`config.mk`:
```
export PLATFORM = sky130hd
export DESIGN_NAME = motion_gesture_start_stop_detector
export DESIGN_NICKNAME = d
export VERILOG_FILES = /design/src/rtl/mgssd_pkg.sv /design/src/rtl/mgssd_cfg_regs.sv /design/src/rtl/mgssd_core.sv /design/src/rtl/motion_gesture_start_stop_detector.sv
export VERILOG_INCLUDE_DIRS = /design/src /design/src/rtl
export SDC_FILE = /design/constraint.sdc
export NUM_CORES = 1
export LEC_CHECK = 0
export BUFFER_PORTS_ARGS = -buffer_cell sky130_fd_sc_hd__buf_2
export CAP_MARGIN = 20
export CORE_ASPECT_RATIO = 2
export CORE_UTILIZATION = 42
export DETAILED_ROUTE_END_ITERATION = 10
export GPL_ROUTABILITY_DRIVEN = 0
export SETUP_SLACK_MARGIN = 0.2
export SYNTH_ARGS = -nofsm -noshare
export SYNTH_HDL_FRONTEND = slang
export SYNTH_SLANG_ARGS = --single-unit
```
`constraint.sdc`:
```
create_clock -name clk -period 15.8 [get_ports clk]
set_clock_uncertainty 0.1 [all_clocks]
set_input_delay 0.79 -clock clk [delete_from_list [all_inputs] [get_ports clk]]
set_output_delay 0.79 -clock clk [all_outputs]
set_load 0.05 [all_outputs]
```
`src/rtl/motion_gesture_start_stop_detector_assert.svh`:
```
// Assertion macros used by the gesture detector core.
`ifndef MOTION_GESTURE_START_STOP_DETECTOR_ASSERT_SVH
`define MOTION_GESTURE_START_STOP_DETECTOR_ASSERT_SVH

// Same-cycle implication, sampled on clk, held off while rst_n is low.
`define MGSSD_ASSERT_NOW(lbl, ante, cons, msg) \
  lbl: assert property (@(posedge clk) disable iff (!rst_n) (ante) |-> (cons)) \
    else $error(msg);

// Next-cycle implication, sampled on clk, held off while rst_n is low.
`define MGSSD_ASSERT_NXT(lbl, ante, cons, msg) \
  lbl: assert property (@(posedge clk) disable iff (!rst_n) (ante) |=> (cons)) \
    else $error(msg);

`endif

```
`src/rtl/mgssd_pkg.sv`:
```
// Types and constants shared by the gesture detector modules.
package mgssd_pkg;

  localparam int SAMPLE_BITS_DEF = 16;
  localparam int THR_W           = 16;
  localparam int CNT_W           = 6;
  localparam int CD_W            = 8;
  localparam int CFG_IDX_W       = 3;
  localparam int CFG_DATA_W      = 16;
  localparam int PHASE_W         = 3;
  localparam int OUT_TDATA_W     = ((PHASE_W + CNT_W + 7) / 8) * 8;
  localparam int OUT_TUSER_W     = 2;

  // Reset values of the configuration registers
  localparam logic [THR_W-1:0] STEADY_THR_RST   = THR_W'(150);
  localparam logic [THR_W-1:0] JERK_THR_RST     = THR_W'(300);
  localparam logic [CNT_W-1:0] CALIB_LIMIT_RST  = CNT_W'(40);
  localparam logic [CNT_W-1:0] ARM_MIN_RST      = CNT_W'(30);
  localparam logic [CNT_W-1:0] ARM_MAX_RST      = CNT_W'(56);
  localparam logic [CNT_W-1:0] REARM_AT_RST     = CNT_W'(55);
  localparam logic [CNT_W-1:0] REARM_VALUE_RST  = CNT_W'(30);
  localparam logic [CD_W-1:0]  COOLDOWN_LEN_RST = CD_W'(75);

  typedef enum logic [CFG_IDX_W-1:0] {
    CFG_STEADY_THR   = 3'd0,
    CFG_JERK_THR     = 3'd1,
    CFG_CALIB_LIMIT  = 3'd2,
    CFG_ARM_MIN      = 3'd3,
    CFG_ARM_MAX      = 3'd4,
    CFG_REARM_AT     = 3'd5,
    CFG_REARM_VALUE  = 3'd6,
    CFG_COOLDOWN_LEN = 3'd7
  } cfg_idx_t;

  typedef enum logic [PHASE_W-1:0] {
    PH_COOLDOWN  = 3'd0,
    PH_PRIMED    = 3'd1,
    PH_NOT_READY = 3'd2,
    PH_READY     = 3'd3,
    PH_RUNNING   = 3'd4
  } phase_t;

  typedef struct packed {
    logic [THR_W-1:0] steady_thr;
    logic [THR_W-1:0] jerk_thr;
    logic [CNT_W-1:0] calib_limit;
    logic [CNT_W-1:0] arm_min;
    logic [CNT_W-1:0] arm_max;
    logic [CNT_W-1:0] rearm_at;
    logic [CNT_W-1:0] rearm_value;
    logic [CD_W-1:0]  cooldown_len;
  } cfg_t;

  typedef struct packed {
    phase_t           phase;
    logic             short_pulse;
    logic             long_pulse;
    logic [CNT_W-1:0] steady_count;
  } result_t;

endpackage

```
`src/rtl/mgssd_cfg_regs.sv`:
```
// Configuration register bank of the gesture detector.
module mgssd_cfg_regs (
  input  logic                             clk,
  input  logic                             rst_n,
  input  logic                             cfg_valid,
  output logic                             cfg_ready,
  input  logic [mgssd_pkg::CFG_IDX_W-1:0]  cfg_index,
  input  logic [mgssd_pkg::CFG_DATA_W-1:0] cfg_data,
  output mgssd_pkg::cfg_t                  cfg
);
  import mgssd_pkg::*;

  cfg_t cfg_r;

  // Always able to take a write transaction
  assign cfg_ready = 1'b1;
  assign cfg      = cfg_r;

  // Load the addressed register
  always_ff @(posedge clk) begin
    if (!rst_n) begin
      cfg_r.steady_thr   <= STEADY_THR_RST;
      cfg_r.jerk_thr     <= JERK_THR_RST;
      cfg_r.calib_limit  <= CALIB_LIMIT_RST;
      cfg_r.arm_min      <= ARM_MIN_RST;
      cfg_r.arm_max      <= ARM_MAX_RST;
      cfg_r.rearm_at     <= REARM_AT_RST;
      cfg_r.rearm_value  <= REARM_VALUE_RST;
      cfg_r.cooldown_len <= COOLDOWN_LEN_RST;
    end else if (cfg_valid) begin
      unique case (cfg_idx_t'(cfg_index))
        CFG_STEADY_THR:   cfg_r.steady_thr   <= cfg_data[THR_W-1:0];
        CFG_JERK_THR:     cfg_r.jerk_thr     <= cfg_data[THR_W-1:0];
        CFG_CALIB_LIMIT:  cfg_r.calib_limit  <= cfg_data[CNT_W-1:0];
        CFG_ARM_MIN:      cfg_r.arm_min      <= cfg_data[CNT_W-1:0];
        CFG_ARM_MAX:      cfg_r.arm_max      <= cfg_data[CNT_W-1:0];
        CFG_REARM_AT:     cfg_r.rearm_at     <= cfg_data[CNT_W-1:0];
        CFG_REARM_VALUE:  cfg_r.rearm_value  <= cfg_data[CNT_W-1:0];
        CFG_COOLDOWN_LEN: cfg_r.cooldown_len <= cfg_data[CD_W-1:0];
        default:          cfg_r              <= cfg_r;
      endcase
    end
  end

endmodule

```
`src/rtl/mgssd_core.sv`:
```
// Gesture state and per-sample evaluation of the gesture detector.
module mgssd_core #(
  parameter int SAMPLE_BITS = mgssd_pkg::SAMPLE_BITS_DEF
) (
  input  logic                          clk,
  input  logic                          rst_n,
  input  mgssd_pkg::cfg_t               cfg,
  input  logic                          fire,
  input  logic signed [SAMPLE_BITS-1:0] accel_x,
  input  logic signed [SAMPLE_BITS-1:0] accel_y,
  input  logic signed [SAMPLE_BITS-1:0] accel_z,
  output mgssd_pkg::result_t            res
);
  import mgssd_pkg::*;

  localparam int DIFF_W = SAMPLE_BITS + 1;
  localparam int CMP_W  = (DIFF_W > THR_W) ? DIFF_W : THR_W;

  logic signed [SAMPLE_BITS-1:0] last_x_r, last_y_r, last_z_r;
  logic                          primed_r, primed_nxt;
  logic                          running_r, running_nxt;
  logic [CNT_W-1:0]              count_r, count_nxt;
  logic [CD_W-1:0]               cooldown_r, cooldown_nxt;
  logic                          store;

  logic [CMP_W-1:0] dx, dy, dz, st_thr, jt_thr;
  logic             steady, jerk_all, unsteady_clear, start, wrap, eval_run, stop;
  logic [CNT_W-1:0] count_inc;

  // Magnitude of the difference of two samples, zero-extended for compares
  function automatic logic [CMP_W-1:0] abs_diff(input logic signed [SAMPLE_BITS-1:0] a,
                                                input logic signed [SAMPLE_BITS-1:0] b);
    logic signed [DIFF_W-1:0] d;
    logic        [DIFF_W-1:0] m;
    d = DIFF_W'(a) - DIFF_W'(b);
    m = d[DIFF_W-1] ? DIFF_W'(-d) : DIFF_W'(d);
    return CMP_W'(m);
  endfunction

  // Axis deltas and threshold tests
  always_comb begin
    dx       = abs_diff(last_x_r, accel_x);
    dy       = abs_diff(last_y_r, accel_y);
    dz       = abs_diff(last_z_r, accel_z);
    st_thr   = CMP_W'(cfg.steady_thr);
    jt_thr   = CMP_W'(cfg.jerk_thr);
    steady   = (dx < st_thr) && (dy < st_thr) && (dz < st_thr);
    jerk_all = (dx > jt_thr) && (dy > jt_thr) && (dz > jt_thr);
  end

  // Decide the next state and the result of this sample
  always_comb begin
    count_inc      = count_r + CNT_W'(1);
    unsteady_clear = (count_r < cfg.calib_limit) && !steady;
    start          = !running_r && !unsteady_clear &&
                     (count_inc >= cfg.arm_min) && (count_inc <= cfg.arm_max) &&
                     (dy > jt_thr);
    wrap           = !running_r && !unsteady_clear && !start &&
                     (count_inc >= cfg.rearm_at);
    eval_run       = running_r || start;
    stop           = eval_run && jerk_all;

    primed_nxt       = primed_r;
    running_nxt      = running_r;
    count_nxt        = count_r;
    cooldown_nxt     = cooldown_r;
    store            = 1'b0;
    res.phase        = PH_RUNNING;
    res.short_pulse  = 1'b0;
    res.long_pulse   = 1'b0;

    priority if (cooldown_r != '0) begin
      cooldown_nxt = cooldown_r - CD_W'(1);
      res.phase    = PH_COOLDOWN;
    end else if (!running_r && !primed_r) begin
      primed_nxt = 1'b1;
      store      = 1'b1;
      res.phase  = PH_PRIMED;
    end else begin
      store = !wrap;
      if (!running_r) begin
        priority if (unsteady_clear) begin
          count_nxt = '0;
          res.phase = PH_NOT_READY;
        end else if (start) begin
          count_nxt       = '0;
          cooldown_nxt    = cfg.cooldown_len;
          res.short_pulse = 1'b1;
        end else if (wrap) begin
          count_nxt = cfg.rearm_value;
          res.phase = PH_READY;
        end else begin
          count_nxt = count_inc;
          res.phase = PH_READY;
        end
      end
      if (eval_run) begin
        running_nxt    = !stop;
        res.long_pulse = stop;
        res.phase      = PH_RUNNING;
      end
    end
    res.steady_count = count_nxt;
  end

  // Advance gesture state on each evaluated sample
  always_ff @(posedge clk) begin
    if (!rst_n) begin
      primed_r   <= 1'b0;
      running_r  <= 1'b0;
      count_r    <= '0;
      cooldown_r <= '0;
    end else if (fire) begin
      primed_r   <= primed_nxt;
      running_r  <= running_nxt;
      count_r    <= count_nxt;
      cooldown_r <= cooldown_nxt;
    end
  end

  // Hold the previous sample for delta computation
  always_ff @(posedge clk) begin
    if (!rst_n) begin
      last_x_r <= '0;
      last_y_r <= '0;
      last_z_r <= '0;
    end else if (fire && store) begin
      last_x_r <= accel_x;
      last_y_r <= accel_y;
      last_z_r <= accel_z;
    end
  end

`include "motion_gesture_start_stop_detector_assert.svh"

  `MGSSD_ASSERT_NOW(a_pulse_phase, fire && res.short_pulse, res.phase == PH_RUNNING, "start pulse outside running phase")
  `MGSSD_ASSERT_NOW(a_cooldown_quiet, fire && (cooldown_r != '0), !res.short_pulse && !res.long_pulse && (res.phase == PH_COOLDOWN), "activity during cooldown")
  `MGSSD_ASSERT_NXT(a_start_loads_cd, fire && res.short_pulse, (cooldown_r == $past(cfg.cooldown_len)) && (count_r == '0), "start did not load cooldown")
  `MGSSD_ASSERT_NXT(a_stop_clears_run, fire && res.long_pulse, !running_r, "stop left block running")

endmodule

```
`src/rtl/motion_gesture_start_stop_detector.sv`:
```
// Top level of the motion gesture start/stop detector.
// An accepted sample is held in the input register, then its result is registered on out_.
// Throughput: one sample per cycle while out_tready allows; input register, then delta compares
// and state update into the output register, with backpressure passed straight through both stages.
// Reset: synchronous active-low rst_n empties both stages, clears gesture state and
// restores the configuration registers to their defaults.
module motion_gesture_start_stop_detector #(
  parameter int SAMPLE_BITS = mgssd_pkg::SAMPLE_BITS_DEF
) (
  input  logic                              clk,
  input  logic                              rst_n,
  // Input channel
  input  logic                              in_tvalid,
  output logic                              in_tready,
  // [SB-1:0] accel_x, [2SB-1:SB] accel_y, [3SB-1:2SB] accel_z, zero pad to bytes
  input  logic [((3*SAMPLE_BITS+7)/8)*8-1:0] in_tdata,
  // Result channel
  output logic                              out_tvalid,
  input  logic                              out_tready,
  // [2:0] phase, [8:3] steady_count, zero pad to bytes
  output logic [mgssd_pkg::OUT_TDATA_W-1:0] out_tdata,
  // [0] short_pulse, [1] long_pulse
  output logic [mgssd_pkg::OUT_TUSER_W-1:0] out_tuser,
  // Configuration channel
  input  logic                              cfg_valid,
  output logic                              cfg_ready,
  input  logic [mgssd_pkg::CFG_IDX_W-1:0]   cfg_index,
  input  logic [mgssd_pkg::CFG_DATA_W-1:0]  cfg_data
);
  import mgssd_pkg::*;

  localparam int PAD_W = OUT_TDATA_W - PHASE_W - CNT_W;

  cfg_t    cfg;
  result_t res;

  logic                          s1_valid_r;
  logic signed [SAMPLE_BITS-1:0] s1_x_r, s1_y_r, s1_z_r;
  logic                          out_valid_r;
  result_t                       out_res_r;
  logic                          out_free, fire;

  // Advance when the output register is empty or being drained
  assign out_free  = !out_valid_r || out_tready;
  assign fire      = s1_valid_r && out_free;
  assign in_tready = !s1_valid_r || out_free;

  mgssd_cfg_regs u_cfg (
    .clk       (clk),
    .rst_n     (rst_n),
    .cfg_valid (cfg_valid),
    .cfg_ready (cfg_ready),
    .cfg_index (cfg_index),
    .cfg_data  (cfg_data),
    .cfg       (cfg)
  );

  mgssd_core #(
    .SAMPLE_BITS (SAMPLE_BITS)
  ) u_core (
    .clk     (clk),
    .rst_n   (rst_n),
    .cfg     (cfg),
    .fire    (fire),
    .accel_x (s1_x_r),
    .accel_y (s1_y_r),
    .accel_z (s1_z_r),
    .res     (res)
  );

  // Input register: capture each accepted transaction
  always_ff @(posedge clk) begin
    if (!rst_n) begin
      s1_valid_r <= 1'b0;
    end else if (in_tready) begin
      s1_valid_r <= in_tvalid;
    end
  end

  always_ff @(posedge clk) begin
    if (in_tready && in_tvalid) begin
      s1_x_r <= in_tdata[SAMPLE_BITS-1:0];
      s1_y_r <= in_tdata[2*SAMPLE_BITS-1:SAMPLE_BITS];
      s1_z_r <= in_tdata[3*SAMPLE_BITS-1:2*SAMPLE_BITS];
    end
  end

  // Output register: hold the result until taken
  always_ff @(posedge clk) begin
    if (!rst_n) begin
      out_valid_r <= 1'b0;
    end else if (out_free) begin
      out_valid_r <= s1_valid_r;
    end
  end

  always_ff @(posedge clk) begin
    if (fire) begin
      out_res_r <= res;
    end
  end

  assign out_tvalid = out_valid_r;
  assign out_tdata  = {PAD_W'(0), out_res_r.steady_count, out_res_r.phase};
  assign out_tuser  = {out_res_r.long_pulse, out_res_r.short_pulse};

endmodule
```
=== After elaboration in Yosys (flattened, before gate mapping) ===
Cells that the tools add are included.

* Input bits: 72
* Register bits after elaboration: 195

* Muxes and demuxes: 23
* Reductions and logical operators: 46
* Equal/unequal tests: 10
* Add/sub/neg operators: 8
* Bitwise operators: 3
* Magnitude comparators: 10

{| class="wikitable"
|+ Operators with widths
! kind !! count
|-
| $gt 17x16->1 || 3
|-
| $lt 17x16->1 || 3
|-
| $mux 17 || 3
|-
| $neg 17->17 || 3
|-
| $sub 16x16->17 || 3
|-
| $mux 8 || 5
|-
| $mux 6 || 6
|-
| $logic_and 1x1->1 || 16
|-
| $reduce_and 2->1 || 8
|-
| $eq 3x3->1 const B || 4
|-
| $ge 6x6->1 || 2
|-
| $logic_not 1->1 || 9
|-
| $mux 3 || 3
|-
| $reduce_bool 8->1 || 1
|-
| $reduce_or 4->1 || 2
|-
| $sub 8x1->8 const B || 1
|-
| $add 6x1->6 const B || 1
|-
| $eq 3x2->1 const B || 2
|-
| $le 6x6->1 || 1
|-
| $lt 6x6->1 || 1
|-
| $mux 1 || 5
|-
| $reduce_and 5->1 || 1
|-
| $mux 4 || 1
|-
| $ne 2x2->1 const B || 2
|-
| 10 further kinds || 14
|}

=== Logic depth before layout (Yosys ltp) ===
Gate-level depths: netlist of the first run.

* Word-level depth: 22
* Depth in mapped cells: 26

=== Cells and area by module ===
From an unflattened synthesis of the first run, not the netlist that was laid out.

* Cells, all modules: 1584
* Area, all modules: 14183.6 µm²

{| class="wikitable"
|+ Modules (own cells, without submodules)
! module !! seq. area each (µm²) !! cells an instance !! area each (µm²) !! times used
|-
| mgssd_core || 1281.2 || 1241 || 9481.6 || 1
|-
| mgssd_cfg_regs || 1401.3 || 267 || 2770.2 || 1
|-
| motion_gesture_start_stop_detector || 1811.7 || 76 || 1931.9 || 1
|}

=== Least setup slack after synthesis of the first run ===
No wires, ideal clock.

* Path kind: register -> register
* From: reg s1_x_r[0]
* To: reg out_res_r (netlist bit out_tuser[1]), data pin
* Arrival time: 5.527 ns
* Required time: 15.565 ns
* Path buffers: 0
* Path slack: 10.038 ns
* Setup time: 0.135 ns
* Stages on the path, launching flop included: 23
* Cells stage by stage: edfxtp_1 > ha_1 > fa_1 > nand2b_1 > a21o_1 > nand2_1 > xor2_1 > or2_1 > or4_1 > o21ai_0 > xnor2_1 > ha_1 > a21o_1 > a21o_1 > a21oi_1 > o21ai_0 > o2111a_1 > or4_1 > a41o_1 > o31ai_4 > nor2b_1 > a21oi_1 > and4b_1

* Word-level cells in the longest chain between the ends: 16

{| class="wikitable"
|+ Ends and longest elaborated chain
! item !! line !! source
|-
| from (decl) || motion_gesture_start_stop_detector.sv:38 || <nowiki>logic signed [SAMPLE_BITS-1:0] s1_x_r, s1_y_r, s1_z_r;</nowiki>
|-
| from (signal assigned) || motion_gesture_start_stop_detector.sv:82 || <nowiki>s1_x_r <= in_tdata[SAMPLE_BITS-1:0];</nowiki>
|-
| $sub 16x16->17 * || mgssd_core.sv:35 || <nowiki>d = DIFF_W'(a) - DIFF_W'(b);</nowiki>
|-
| $neg 17->17 || mgssd_core.sv:36 || <nowiki>m = d[DIFF_W-1] ? DIFF_W'(-d) : DIFF_W'(d);</nowiki>
|-
| $mux 17 * || mgssd_core.sv:36 ||
|-
| $lt 17x16->1 || mgssd_core.sv:47 || <nowiki>steady = (dx < st_thr) && (dy < st_thr) && (dz < st_thr);</nowiki>
|-
| $logic_and 1x1->1 (2 in series) || mgssd_core.sv:47 ||
|-
| $logic_not 1->1 || mgssd_core.sv:54 || <nowiki>unsteady_clear = (count_r < cfg.calib_limit) && !steady;</nowiki>
|-
| $logic_and 1x1->1 || mgssd_core.sv:54 ||
|-
| $logic_not 1->1 || mgssd_core.sv:55 || <nowiki>start = !running_r && !unsteady_clear &&</nowiki>
|-
| $logic_and 1x1->1 (2 in series) || mgssd_core.sv:55 ||
|-
| $logic_and 1x1->1 (2 in series) || mgssd_core.sv:56 || <nowiki>(count_inc >= cfg.arm_min) && (count_inc <= cfg.arm_max) &&</nowiki>
|-
| $logic_or 1x1->1 || mgssd_core.sv:60 || <nowiki>eval_run = running_r || start;</nowiki>
|-
| $not 1->1 (no line) || - ||
|-
| $reduce_or 3->1 (no line) || - ||
|-
| to (signal assigned) || motion_gesture_start_stop_detector.sv:99 || <nowiki>out_res_r <= res;</nowiki>
|-
| to (decl) || motion_gesture_start_stop_detector.sv:40 || <nowiki>result_t out_res_r;</nowiki>
|}

Mark *: on every way between the ends. The rest lies on a longest branch, timed or not.
A chain may end at the register's enable or synchronous reset.

=== Worst setup path in the final report of the first run ===
* From: reg s1_x_r[0]
* To: reg u_core.last_z_r[11]

* Word-level cells in the longest chain between the ends: 20

{| class="wikitable"
|+ Ends and longest elaborated chain
! item !! line !! source
|-
| $sub 16x16->17 * || mgssd_core.sv:35 ||
|-
| $neg 17->17 || mgssd_core.sv:36 ||
|-
| $mux 17 * || mgssd_core.sv:36 ||
|-
| $lt 17x16->1 * || mgssd_core.sv:47 ||
|-
| $logic_and 1x1->1 * (2 in series) || mgssd_core.sv:47 ||
|-
| $logic_not 1->1 * || mgssd_core.sv:54 ||
|-
| $logic_and 1x1->1 * || mgssd_core.sv:54 ||
|-
| $logic_not 1->1 * || mgssd_core.sv:55, mgssd_core.sv:58 ||
|-
| $logic_and 1x1->1 * || mgssd_core.sv:55, mgssd_core.sv:58 ||
|-
| $logic_and 1x1->1 || mgssd_core.sv:55 ||
|-
| $logic_and 1x1->1 (2 in series) || mgssd_core.sv:56 ||
|-
| $logic_not 1->1 || mgssd_core.sv:58 || <nowiki>wrap = !running_r && !unsteady_clear && !start &&</nowiki>
|-
| $logic_and 1x1->1 * (2 in series) || mgssd_core.sv:58 ||
|-
| $logic_not 1->1 * || mgssd_core.sv:80 || <nowiki>store = !wrap;</nowiki>
|-
| $mux 1 * || mgssd_core.sv:75 || <nowiki>end else if (!running_r && !primed_r) begin</nowiki>
|-
| $mux 1 * || mgssd_core.sv:72 || <nowiki>priority if (cooldown_r != '0) begin</nowiki>
|-
| $logic_and 1x1->1 * || mgssd_core.sv:127 || <nowiki>end else if (fire && store) begin</nowiki>
|-
| to (signal assigned) || mgssd_core.sv:130 || <nowiki>last_z_r <= accel_z;</nowiki>
|-
| to (decl) || mgssd_core.sv:19 || <nowiki>logic signed [SAMPLE_BITS-1:0] last_x_r, last_y_r, last_z_r;</nowiki>
|}

Marked as above.

==> qor.txt, run 1 <==
RUN STATUS
-------------------------------------------------------------------------------------------------
Run status .........................................................................    completed

WORST SETUP PATH
-------------------------------------------------------------------------------------------------
CP Data Required Time ..............................................................    16,030 ps
Worst setup startpoint .............................................................    s1_x_r[0]
Delay of the slowest critical-path stage ...........................................       630 ps
Endpoint of the worst register-to-register path .................................... u_core.last_z_r[11]
Critical path destination .......................................................... u_core.last_z_r[11]
RR Startpoint ......................................................................    s1_x_r[0]
Slowest cell on the critical path ..................................................        or4_1
Kind of end point of the critical path .............................................         flop
Worst-path cell chain .............................................................. ha_1 > fa_1 > nand2b_1 > a21o_1 > nand2_1 > xor2_1 > or2_1 > or4_1 > o21ai_0 > xnor2_1 > ha_1 > a21o_1 > a21o_1 > a21oi_1 > o21ai_0 > o2111a_1 > or4_1 > a41o_1 > o31ai_4 > a311oi_4 > buf_4 > mux2i_1 > nor2_1
Critical Setup Path Class ..........................................................      reg2reg
Crit path top cell by count ........................................................       a21o_1
Data arrival, critical path ........................................................      6900 ps
Register-to-register path setup slack ..............................................      9130 ps
Worst-case reg-to-reg path depth ...................................................           23
Critical path peak fanout ..........................................................           48
CP startpoint kind .................................................................         flop

POWER AND IR DROP
-------------------------------------------------------------------------------------------------
Sw Pwr .............................................................................     602.4 uW
Largest voltage drop on the vdd net ................................................ 0.00009732 V
Switching Share ....................................................................       36.92%
Internal cell power ................................................................      1029 uW
Clock network fraction of total power ..............................................        28.2%
Portion of total power attributed to combinational logic ...........................        37.9%
PwrDens ............................................................................ 107.7 nW/um^2
Portion of total power attributed to sequential cells ..............................        33.9%
Leakage power of the design ........................................................  0.006783 uW

FLOORPLANNING
-------------------------------------------------------------------------------------------------
Number of standard-cell rows in the floorplan ......................................           93
I/O pin count ......................................................................           93
Die Height .........................................................................     258.2 um
Core Area .......................................................................... 32,230 sq um
Die Area ........................................................................... 33,590 sq um
Horizontal extent of the die .......................................................     130.1 um
Effective utilization at floorplan .................................................       42.76%

FINISH
-------------------------------------------------------------------------------------------------
Antenna fix cells ..................................................................            0
Layout Utilization .................................................................       46.98%
Combined flip-flop and latch cell area .............................................   4494 sq um
Layout fillers .....................................................................        3,219
Most common library cell in the layout ignoring fill and taps ......................         ha_1
Multi-input logic area .............................................................   8557 sq um
Final Non-Filler Cells .............................................................        2,067
Most frequent cells in the layout .................................................. ha_1, nand2_1, dfxtp_1
Layout net count ...................................................................        1,871
Fraction of final layout cells with drive strength greater than 1 ..................       9.451%
Area delta synth->final ............................................................       9.858%

GRT
-------------------------------------------------------------------------------------------------
Via count of the first global-routing pass .........................................       11,257
Global-route wire length before repair .............................................    57,570 um
Initial antenna violation count ....................................................            0
Overall routing resource usage .....................................................       22.55%
Largest net degree at the start of global routing ..................................           55
Remaining global-route overflow ....................................................            0

DRT
-------------------------------------------------------------------------------------------------
Number of detailed-routing iterations run before antenna repair ....................            5
DRC violation count after routing ..................................................            0
Detailed-route wire length .........................................................    36,060 um
Total vias in the final route ......................................................       11,359
Number of DRC markers in iteration 0 ...............................................          392
Avg Vias per Cell ..................................................................        5.495
Final ANT Viol Nets ................................................................            0
DR WL/cell .........................................................................     17.45 um

PLACEMENT
-------------------------------------------------------------------------------------------------
Total half-perimeter wirelength after legalization and detailed placement ..........    28,610 um
Number of placed cells counting well taps ..........................................        2,035
Port Buf Inserts ...................................................................           84
Setup Slack @ Placement ............................................................      9186 ps

SYNTHESIS
-------------------------------------------------------------------------------------------------
Async set or reset register ratio after synthesis ..................................           0%
Primary FF master, synth ...........................................................      dfxtp_1
Number of warning messages in the yosys log ........................................            0
Count of flip-flops with a built-in enable after synthesis .........................           59
Number of distinct library cell variants in the gate-level netlist after synthesis .           88
Cell count after synthesis .........................................................        1,573
Sequential area share after synthesis ..............................................       32.61%
Number of flip-flops and latches in the synthesized netlist ........................          195
Post-synth design cell area ........................................................ 13,780 sq um
Average cell area after synthesis ..................................................  8.762 sq um

WORST HOLD PATH
-------------------------------------------------------------------------------------------------
Worst min path class ...............................................................      reg2reg
Worst hold path cell count .........................................................            2

TIMING
-------------------------------------------------------------------------------------------------
Timing-limited maximum frequency ...................................................    149.9 MHz
Total Negative Setup Slacks ........................................................         0 ps
Hold Vio Cnt, Final ................................................................            0
Minimum clock period after layout ..................................................      6671 ps
Fin crit share .....................................................................       42.22%
Unrepaired setup endpoints after global routing ....................................        false
Slew of the pin with the lowest slew margin ........................................     977.0 ps
Number of endpoints failing setup at the final stage ...............................            0
Worst slack on hold paths ..........................................................     358.9 ps
Slew Limit Fails ...................................................................            0
Worst setup slack after layout .....................................................      9129 ps
Tightest slew margin relative to the limit .........................................       34.86%

CLOCK NETWORK
-------------------------------------------------------------------------------------------------
Clock Sinks ........................................................................          195
Clock root buffer ..................................................................    clkbuf_16
Number of buffers created by CTS ...................................................           17
Count of cells resized by post-cts repair ..........................................            0
Number of post-CTS setup repair buffers ............................................            0
Number of buffers inserted for hold repair after clock tree synthesis ..............            0
Clock edge transition at the registers on the reported setup and hold paths ........        80 ps
Insertion delay to the later sink of the worst-skew pair ...........................       470 ps
TritonCTS clock tree ...............................................................         done
Longest Clk Path Bufs ..............................................................            2
Deepest level of the CTS H-tree ....................................................            4

JOB
-------------------------------------------------------------------------------------------------
Max Cap Viol .......................................................................            0

routing by layer:
layer / GRT usage (%) / vias to the layer above / part of all wire (%) / wire length [um]
met5: 0 / - / 0 / 0
met4: 16.21 / 0 / 6.8 / 2444
met3: 3.232 / 111 / 2.9 / 1062
met2: 43.60 / 217 / 56 / 20170
met1: 20.64 / 5310 / 34 / 12390
li1: - / 5721 / - / -
flip-flops by register name, summed over array words and instances (netlist names), 9 cells and up:
| name | cells |
|---|---|
| u_cfg.cfg | 70 |
| s1_x_r | 16 |
| s1_y_r | 16 |
| s1_z_r | 16 |
| u_core.last_x_r | 16 |
| u_core.last_y_r | 16 |
| u_core.last_z_r | 16 |
| out_tdata | 9 |
critical path, delay by kind of cell, from the launching register on:
family	cells	cell delay, ps
buffers and inverters	1	390
adder cells (fa/ha/maj)	3	1020
AND/OR/NAND/NOR	6	1760
XOR/XNOR	2	300
AO/OA/AOI/OAI	10	2150
multiplexers	1	280
flip-flops	1	410
per-stage QoR:
step	cell area, sq um	total power [uW]
after detailed placement	14520	1180
after floorplan	13810	1031
after global placement	14520	1163
after global routing	15140	1738
after CTS	15140	1645
final	15140	1631
power by group through the flow:
stage / logic [uW] / clock network [uW] / registers [uW]
global placement: 599 / 0 / 565
floorplan: 464 / 0 / 567
finish: 618 / 460 / 554
CTS: 618 / 473 / 554
detailed placement: 614 / 0 / 566
global route: 693 / 488 / 557
Yosys cell counts, drive strengths merged, types with 33 or more instances:
library cell / n / area, sq um
a21o: 52 / 390.4
a21oi: 112 / 564.3
clkbuf: 47 / 176.4
dfxtp: 136 / 2723
edfxtp: 59 / 1772
ha: 169 / 2115
inv: 118 / 442.9
mux2i: 79 / 790.8
nand2: 163 / 611.8
nand3: 36 / 180.2
nor2: 134 / 505.5
o21ai: 54 / 270.3
xnor2: 37 / 331.6
xor2: 33 / 289.0
worst min-delay path by stage:
stage                        from       endpoint
floorplan           u_cfg.cfg[39]  u_cfg.cfg[39]
global placement    u_cfg.cfg[59]  u_cfg.cfg[59]
detailed placement   u_cfg.cfg[2]   u_cfg.cfg[2]
CTS                  u_cfg.cfg[2]   u_cfg.cfg[2]
global route        u_cfg.cfg[53]  u_cfg.cfg[53]
finish               u_cfg.cfg[4]   u_cfg.cfg[4]
logic make-up after synthesis:
kind of cell	synth area share, %
AO/OA/AOI/OAI	18.38
XOR/XNOR	4.503
adder cells (fa/ha/maj)	15.78
buffers and inverters	5.519
flip-flops	32.61
multiplexers	6.064
other	0.05449
AND/OR/NAND/NOR	17.09
cell type report:
type | instances | area share, %
multi-input cells | 1201 | 56.51
flip-flops and latches | 195 | 29.68
well taps | 427 | 3.528
repair buffers | 94 | 3.272
clock buffers | 19 | 3.000
inverters | 118 | 2.925
clock inverters | 13 | 1.082
Power figures use the tool's default switching activity.
==> run 2: changes to the inputs <==
- ABC_AREA: default -> 1
- clock period: 15.8 -> 6.94 ns (I/O delays scaled with it)
==> qor.txt, run 2 <==
FLOORPLANNING
-------------------------------------------------------------------------------------------------
Number of standard-cell rows in the floorplan ......................................           95   was 93
Die Height .........................................................................     262.8 um   was 258.2 um
Core Area .......................................................................... 33,520 sq um   was 32,230 sq um
Horizontal extent of the die .......................................................     132.4 um   was 130.1 um
I/O pin count ......................................................................           93   unchanged
Effective utilization at floorplan .................................................       42.62%   was 42.76%
Die Area ........................................................................... 34,800 sq um   was 33,590 sq um

FINISH
-------------------------------------------------------------------------------------------------
Area delta synth->final ............................................................       12.90%   was 9.858%
Antenna fix cells ..................................................................            0   unchanged
Total non-filler cell area in the finished layout .................................. 16,130 sq um   was 15,140 sq um
Most common library cell in the layout ignoring fill and taps ......................      nand2_1   was ha_1
Layout net count ...................................................................        2,374   was 1,871
Flip-flop count of the largest register after layout ...............................           70   unchanged
Layout fillers .....................................................................        3,400   was 3,219
Fraction of final layout cells with drive strength greater than 1 ..................       7.656%   was 9.451%
Layout Utilization .................................................................       48.12%   was 46.98%
Most frequent cells in the layout .................................................. nand2_1, inv_1, a21oi_1   was ha_1, nand2_1, dfxtp_1

POWER AND IR DROP
-------------------------------------------------------------------------------------------------
Clock network fraction of total power ..............................................        19.8%   was 28.2%
Internal cell power ................................................................      2784 uW   was 1029 uW
Portion of total power attributed to sequential cells ..............................        27.0%   was 33.9%
Switching Share ....................................................................       44.43%   was 36.92%
Leakage power of the design ........................................................  0.008191 uW   was 0.006783 uW
PwrDens ............................................................................ 310.6 nW/um^2   was 107.7 nW/um^2
Sw Pwr .............................................................................      2225 uW   was 602.4 uW
Largest voltage drop on the vdd net ................................................  0.0002200 V   was 0.00009732 V
Portion of total power attributed to combinational logic ...........................        53.3%   was 37.9%

WORST SETUP PATH
-------------------------------------------------------------------------------------------------
Critical path peak fanout ..........................................................           53   was 48
RR Startpoint ......................................................................    s1_x_r[0]   unchanged
Crit path top cell by count ........................................................      nand2_1   was a21o_1
Delay of the slowest critical-path stage ...........................................       450 ps   was 630 ps
CP Data Required Time ..............................................................      7170 ps   was 16,030 ps
Critical Setup Path Class ..........................................................      reg2reg   unchanged
Worst setup startpoint .............................................................    s1_x_r[0]   unchanged
Register-to-register path setup slack ..............................................      1460 ps   was 9130 ps
Worst-case reg-to-reg path depth ...................................................           34   was 23
Endpoint of the worst register-to-register path .................................... u_core.last_y_r[1]   was u_core.last_z_r[11]
CP startpoint kind .................................................................         flop   unchanged
Slowest cell on the critical path ..................................................        buf_4   was or4_1
Kind of end point of the critical path .............................................         flop   unchanged
Data arrival, critical path ........................................................      5710 ps   was 6900 ps
Critical path destination .......................................................... u_core.last_y_r[1]   was u_core.last_z_r[11]

GRT
-------------------------------------------------------------------------------------------------
Global-route wire length before repair .............................................    61,600 um   was 57,570 um
Global routing met2 resource utilization ...........................................       44.45%   was 43.60%
Initial antenna violation count ....................................................            0   unchanged
Largest net degree at the start of global routing ..................................           79   was 55
Met3 usage in global routing .......................................................       2.797%   was 3.232%
Overall routing resource usage .....................................................       22.61%   was 22.55%
Remaining global-route overflow ....................................................            0   unchanged
Via count of the first global-routing pass .........................................       12,732   was 11,257
GRT Max-Usage Layer ................................................................         met2   unchanged
GR Layer Usage met1 ................................................................       20.98%   was 20.64%

CLOCK NETWORK
-------------------------------------------------------------------------------------------------
Insertion delay to the later sink of the worst-skew pair ...........................       460 ps   was 470 ps
Clock edge transition at the registers on the reported setup and hold paths ........        70 ps   was 80 ps
Count of cells resized by post-cts repair ..........................................            0   unchanged
Number of buffers created by CTS ...................................................           17   unchanged
Deepest level of the CTS H-tree ....................................................            4   unchanged
Clock root buffer ..................................................................    clkbuf_16   unchanged
Number of post-CTS setup repair buffers ............................................            0   unchanged
Clock Sinks ........................................................................          195   unchanged
TritonCTS clock tree ...............................................................         done   unchanged
Longest Clk Path Bufs ..............................................................            2   unchanged

SYNTHESIS
-------------------------------------------------------------------------------------------------
Count of flip-flops with a built-in enable after synthesis .........................           59   unchanged
Average cell area after synthesis ..................................................  7.096 sq um   was 8.762 sq um
Cell count after synthesis .........................................................        2,013   was 1,573
Number of warning messages in the yosys log ........................................            0   unchanged
Post-synth design cell area ........................................................ 14,280 sq um   was 13,780 sq um
Leading post-synthesis cells by instance count ..................................... nand2_1, inv_1, a21oi_1, ha_1, nor2_1   was ha_1, nand2_1, dfxtp_1, nor2_1, inv_1
Most frequently used cell type in the post-synthesis netlist .......................      nand2_1   was ha_1
Async set or reset register ratio after synthesis ..................................           0%   unchanged
Primary FF master, synth ...........................................................      dfxtp_1   unchanged
Sequential area share after synthesis ..............................................       31.46%   was 32.61%
Number of flip-flops and latches in the synthesized netlist ........................          195   unchanged
Share of the synthesized area in the top cell type .................................       19.06%   was 19.75%
Number of distinct library cell variants in the gate-level netlist after synthesis .           50   was 88
Top area cells in the synthesized netlist .......................................... dfxtp_1, ha_1, nand2_1   was dfxtp_1, ha_1, edfxtp_1
Biggest area consumer among synthesized cells ......................................      dfxtp_1   unchanged

RUN STATUS
-------------------------------------------------------------------------------------------------
Run status .........................................................................    completed   unchanged

DRT
-------------------------------------------------------------------------------------------------
Avg Vias per Cell ..................................................................        5.026   was 5.495
DRC violation count after routing ..................................................            0   unchanged
Final ANT Viol Nets ................................................................            0   unchanged
Number of DRC markers in iteration 0 ...............................................          652   was 392
Detailed-route wire length .........................................................    38,140 um   was 36,060 um
DR WL/cell .........................................................................     14.80 um   was 17.45 um
Total vias in the final route ......................................................       12,956   was 11,359
Number of detailed-routing iterations run before antenna repair ....................            5   unchanged

TIMING
-------------------------------------------------------------------------------------------------
Slew Limit Fails ...................................................................            0   unchanged
Slew of the pin with the lowest slew margin ........................................     820.6 ps   was 977.0 ps
Unrepaired setup endpoints after global routing ....................................        false   unchanged
Minimum clock period after layout ..................................................      5475 ps   was 6671 ps
Total Negative Setup Slacks ........................................................         0 ps   unchanged
Number of endpoints failing setup at the final stage ...............................            0   unchanged
Tightest slew margin relative to the limit .........................................       45.23%   was 34.86%
Timing-limited maximum frequency ...................................................    182.6 MHz   was 149.9 MHz
Hold Vio Cnt, Final ................................................................            0   unchanged
Fin crit share .....................................................................       78.89%   was 42.22%

WORST HOLD PATH
-------------------------------------------------------------------------------------------------
Worst min path class ...............................................................       in2reg   was reg2reg

PLACEMENT
-------------------------------------------------------------------------------------------------
Area after DPL ..................................................................... 15,070 sq um   was 14,520 sq um
Total half-perimeter wirelength after legalization and detailed placement ..........    30,620 um   was 28,610 um
Port Buf Inserts ...................................................................           84   unchanged

JOB
-------------------------------------------------------------------------------------------------
Max Cap Viol .......................................................................            0   unchanged

run 2: per-layer routing:
layer | up-vias | wire (um)
li1 | 6767 | -
met1 | 5790 | 13910
met2 | 273 | 20750
met3 | 126 | 885
met4 | 0 | 2596
met5 | - | 0
run 2: worst max-delay path, delay by kind of cell, from the launching register on:
kind                       cells  cell delay, ps
AOI/OAI and AO/OA              2             330
xor gates and xnor gates       1             190
adders and majority gates      3             950
buffers and inverters          4             770
DFF                            1             420
and+or+nand+nor               24            2500
run 2: final cells by class:
cell class	count	area (sq um)	share of cell area, %
clock buffer	17	425.4	2.638
clock inverter	14	146.4	0.9077
inverter	337	1265	7.843
multi-input combinational	1443	8310	51.53
sequential	195	4494	27.87
tap	436	545.5	3.382
timing repair buffer	136	940.9	5.834
run 2: worst min path at each step:
| stage | from | end | slack [ps] | cells past startpoint |
|---|---|---|---|---|
| 6_report | cfg_data[8] | u_cfg.cfg[46] | 20 | 3 |
| 5_1_grt | in_tdata[33] | s1_z_r[1] | 30 | 1 |
| 4_1_cts | cfg_data[8] | u_cfg.cfg[46] | 1 | 3 |
| 3_5_place_dp | u_cfg.cfg[3] | u_cfg.cfg[3] | 350 | 2 |
| 3_3_place_gp | u_core.last_z_r[0] | u_core.last_z_r[0] | 340 | 2 |
| 2_1_floorplan | u_cfg.cfg[6] | u_cfg.cfg[6] | 320 | 2 |
run 2: cells by family (layout without fill, tap and decap cells):
| group | Yosys count | after routing | share of synthesized area [%] |
|---|---|---|---|
| buffers and inverters | 381 | 504 | 10.57 |
| adder cells (fa/ha/maj) | 172 | 172 | 15.22 |
| other | 2 | 8 | 0.05257 |
| AO/OA/AOI/OAI | 311 | 311 | 12.04 |
| AND/OR/NAND/NOR | 901 | 901 | 27.42 |
| XOR/XNOR | 51 | 51 | 3.232 |
| flip-flops | 195 | 195 | 31.46 |
run 2: power groups by stage:
stage                     sequential [uW]  combinational (uW)  clock, uW
after floorplan                      1380                2040          0
after global placement               1380                2580          0
after detailed placement             1380                2640          0
after CTS                            1350                2670       1020
after global routing                 1360                3070       1060
final                                1350                2670        990
run 2: metrics by stage:
step	hold WS (ps)	instances	total power, uW	setup WS [ps]
floorplan	323.6	2019	3417	2750
global route	29.41	2578	5495	915.3
finish	20.90	2578	5009	1465
global placement	344.0	2499	3955	1599
CTS	1.064	2577	5045	1493
detailed placement	350.6	2499	4017	1532
run 2: timing repair:
action                                 in CTS  in global routing
hold buffers                               47                  0
endpoints found under the hold margin      47                  0
setup endpoints to repair                   0                  0
==> run 3: changes to the inputs <==
- ABC_AREA: 1 -> 0
- clock period: 6.94 -> 4.4 ns (I/O delays scaled with it)
==> qor.txt, run 3 (same netlist as run 1, synthesis figures left out) <==
RUN STATUS
------------------------------------------------------------------------------------------
Run status .................................................................. finished with violations   was completed
Violated checks ............................................................. setup timing

TIMING
------------------------------------------------------------------------------------------
Hold Vio Cnt, Final .........................................................            0   unchanged
Worst setup slack after layout ..............................................     -1213 ps   was 1465 ps
Slew Limit Fails ............................................................            0   unchanged
Timing-limited maximum frequency ............................................    178.2 MHz   was 182.6 MHz
Number of endpoints failing setup at the final stage ........................           74   was 0
Fin crit share ..............................................................       127.6%   was 78.89%
Tightest slew margin relative to the limit ..................................       51.36%   was 45.23%
Slew of the pin with the lowest slew margin .................................     729.6 ps   was 820.6 ps
Minimum clock period after layout ...........................................      5613 ps   was 5475 ps
Unrepaired setup endpoints after global routing .............................         true   was false

FLOORPLANNING
------------------------------------------------------------------------------------------
I/O pin count ...............................................................           93   unchanged
Core Area ................................................................... 32,230 sq um   was 33,520 sq um
Die Area .................................................................... 33,590 sq um   was 34,800 sq um
Number of standard-cell rows in the floorplan ...............................           93   was 95
Die Height ..................................................................     258.2 um   was 262.8 um
Effective utilization at floorplan ..........................................       42.76%   was 42.62%
Horizontal extent of the die ................................................     130.1 um   was 132.4 um

WORST SETUP PATH
------------------------------------------------------------------------------------------
Endpoint of the worst register-to-register path ............................. u_core.last_z_r[13]   was u_core.last_y_r[1]
Worst setup startpoint ......................................................    s1_x_r[0]   unchanged
CP startpoint kind ..........................................................         flop   unchanged
Data arrival, critical path .................................................      5850 ps   was 5710 ps
CP Data Required Time .......................................................      4640 ps   was 7170 ps
RR Startpoint ...............................................................    s1_x_r[0]   unchanged
Register-to-register path setup slack .......................................     -1210 ps   was 1460 ps
Critical Setup Path Class ...................................................      reg2reg   unchanged
Critical path peak fanout ...................................................            8   was 53
Worst-case reg-to-reg path depth ............................................           24   was 34
Critical path destination ................................................... u_core.last_z_r[13]   was u_core.last_y_r[1]
Kind of end point of the critical path ......................................         flop   unchanged

CLOCK NETWORK
------------------------------------------------------------------------------------------
TritonCTS clock tree ........................................................         done   unchanged
Number of buffers created by CTS ............................................           17   unchanged
Clock root buffer ...........................................................    clkbuf_16   unchanged
Deepest level of the CTS H-tree .............................................            4   unchanged
Clock edge transition at the registers on the reported setup and hold paths .        80 ps   was 70 ps
Insertion delay to the later sink of the worst-skew pair ....................       480 ps   was 460 ps
Longest Clk Path Bufs .......................................................            2   unchanged
Clock Sinks .................................................................          195   unchanged

DRT
------------------------------------------------------------------------------------------
DRC violation count after routing ...........................................            0   unchanged
Detailed-route wire length ..................................................    42,590 um   was 38,140 um
Number of DRC markers in iteration 0 ........................................          520   was 652
DR WL/cell ..................................................................     17.42 um   was 14.80 um
Total vias in the final route ...............................................       13,065   was 12,956
Final ANT Viol Nets .........................................................            0   unchanged
Avg Vias per Cell ...........................................................        5.344   was 5.026
Number of detailed-routing iterations run before antenna repair .............            6   was 5

FINISH
------------------------------------------------------------------------------------------
Flip-flop count of the largest register after layout ........................           70   unchanged
Most common library cell in the layout ignoring fill and taps ...............        buf_4   was nand2_1
Area delta synth->final .....................................................       36.81%   was 12.90%
Fraction of final layout cells with drive strength greater than 1 ...........       27.25%   was 7.656%
Layout net count ............................................................        2,249   was 2,374
Layout fillers ..............................................................        2,906   was 3,400
Most frequent cells in the layout ........................................... buf_4, ha_1, nand2_1   was nand2_1, inv_1, a21oi_1
Antenna fix cells ...........................................................            0   unchanged
Total non-filler cell area in the finished layout ........................... 18,860 sq um   was 16,130 sq um

JOB
------------------------------------------------------------------------------------------
Max Cap Viol ................................................................            0   unchanged

POWER AND IR DROP
------------------------------------------------------------------------------------------
Largest voltage drop on the vdd net .........................................  0.0003592 V   was 0.0002200 V
PwrDens ..................................................................... 363.2 nW/um^2   was 310.6 nW/um^2
Leakage power of the design .................................................  0.008757 uW   was 0.008191 uW
Overall power ...............................................................      6848 uW   was 5009 uW

PLACEMENT
------------------------------------------------------------------------------------------
Area after DPL .............................................................. 16,800 sq um   was 15,070 sq um
Port Buf Inserts ............................................................           84   unchanged
Total half-perimeter wirelength after legalization and detailed placement ...    31,630 um   was 30,620 um

GRT
------------------------------------------------------------------------------------------
Initial antenna violation count .............................................            0   unchanged
Via count of the first global-routing pass ..................................       13,408   was 12,732
Global-route wire length before repair ......................................    64,830 um   was 61,600 um
Remaining global-route overflow .............................................            0   unchanged
Largest net degree at the start of global routing ...........................           73   was 79
Overall routing resource usage ..............................................       25.23%   was 22.61%

WORST HOLD PATH
------------------------------------------------------------------------------------------
Origin of the worst min-delay path ..........................................  cfg_data[1]   was cfg_data[8]
Worst min path class ........................................................       in2reg   unchanged

-- run 3: cell count changes in the layout (fill, tap and decap cells not counted), sizes merged, moves of 17 or more --
cell,change
dlygate4sd3,+17
a21o,+45
nand3,-94
buf,+315
nand3b,-20
mux2i,+79
nor2b,+23
a21oi,-60
nand2,-382
nand2b,+19
o21ai,-22
xnor2,+20
inv,-215
-- run 3: layout make-up --
cell class	count	area, sq um	share of cell area, %
inverters	118	442.9	2.349
clock inverters	14	171.4	0.9090
multi-input cells	1201	9089	48.20
well taps	427	534.3	2.833
clock buffers	18	439.2	2.329
flip-flops and latches	195	4496	23.84
repair buffers	472	3685	19.54
-- run 3: report_power, final --
part	leakage [uW]	switching (uW)	internal, uW	total, uW
Clock	0.000295	845	796	1640
Combinational	0.00678	1580	1640	3210
Sequential	0.00168	50.8	1940	1990
-- run 3: stage by stage --
stage,TNS (ps),setup slack (ps),hold slack [ps],instances,utilization (%)
final,-83840,-1213,23.37,2445,58.50
after global routing,-98120,-1405,24.36,2445,58.50
after CTS,-87150,-1243,5.521,2428,56.66
after detailed placement,-97220,-1369,298.1,2323,52.12
after global placement,-89040,-1251,295.9,2323,52.12
after floorplan,-62800,-973.9,218.9,1579,-
-- run 3: worst min-delay path by stage --
stage | endpoint | depth (start not counted)
3_5_place_dp | s1_x_r[8] | 1
4_1_cts | u_cfg.cfg[39] | 3
3_3_place_gp | s1_y_r[10] | 1
5_1_grt | u_cfg.cfg[39] | 3
2_1_floorplan | s1_x_r[0] | 0
6_report | u_cfg.cfg[39] | 3
-- run 3: what timing repair did --
action,CTS,global route
hold buffers,64,0
pin swaps,26,45
endpoints found under the setup margin,74,74
resized for setup,42,61
setup buffers,8,11
hold endpoints to repair,77,0
gates cloned,1,6
-- run 3: layer usage --
metal / track usage [%] / up-vias / share of wire [%]
met2: 49.11 / 270 / 55
li1: - / 6469 / -
met1: 22.05 / 6171 / 34
met3: 4.371 / 155 / 3.4
met5: 0 / - / 0
met4: 18.86 / 0 / 8.2
-- run 3: worst max-delay path, stage by stage, from the launching register on --
cell	delay (ps)
edfxtp_1	440
ha_4	200
fa_2	350
nand2b_4	150
a21o_1	190
nand2_1	80
xor2_1	70
or2_1	250
or4_4	550
o21ai_4	160
xnor2_2	140
ha_1	280
a21o_1	190
a21o_1	160
a21oi_2	100
o21ai_1	70
o2111a_1	300
or4_4	430
a41o_1	260
o31ai_4	240
a311oi_4	150
buf_12	200
clkbuf_16	180
mux2i_1	170
nor2_1	50
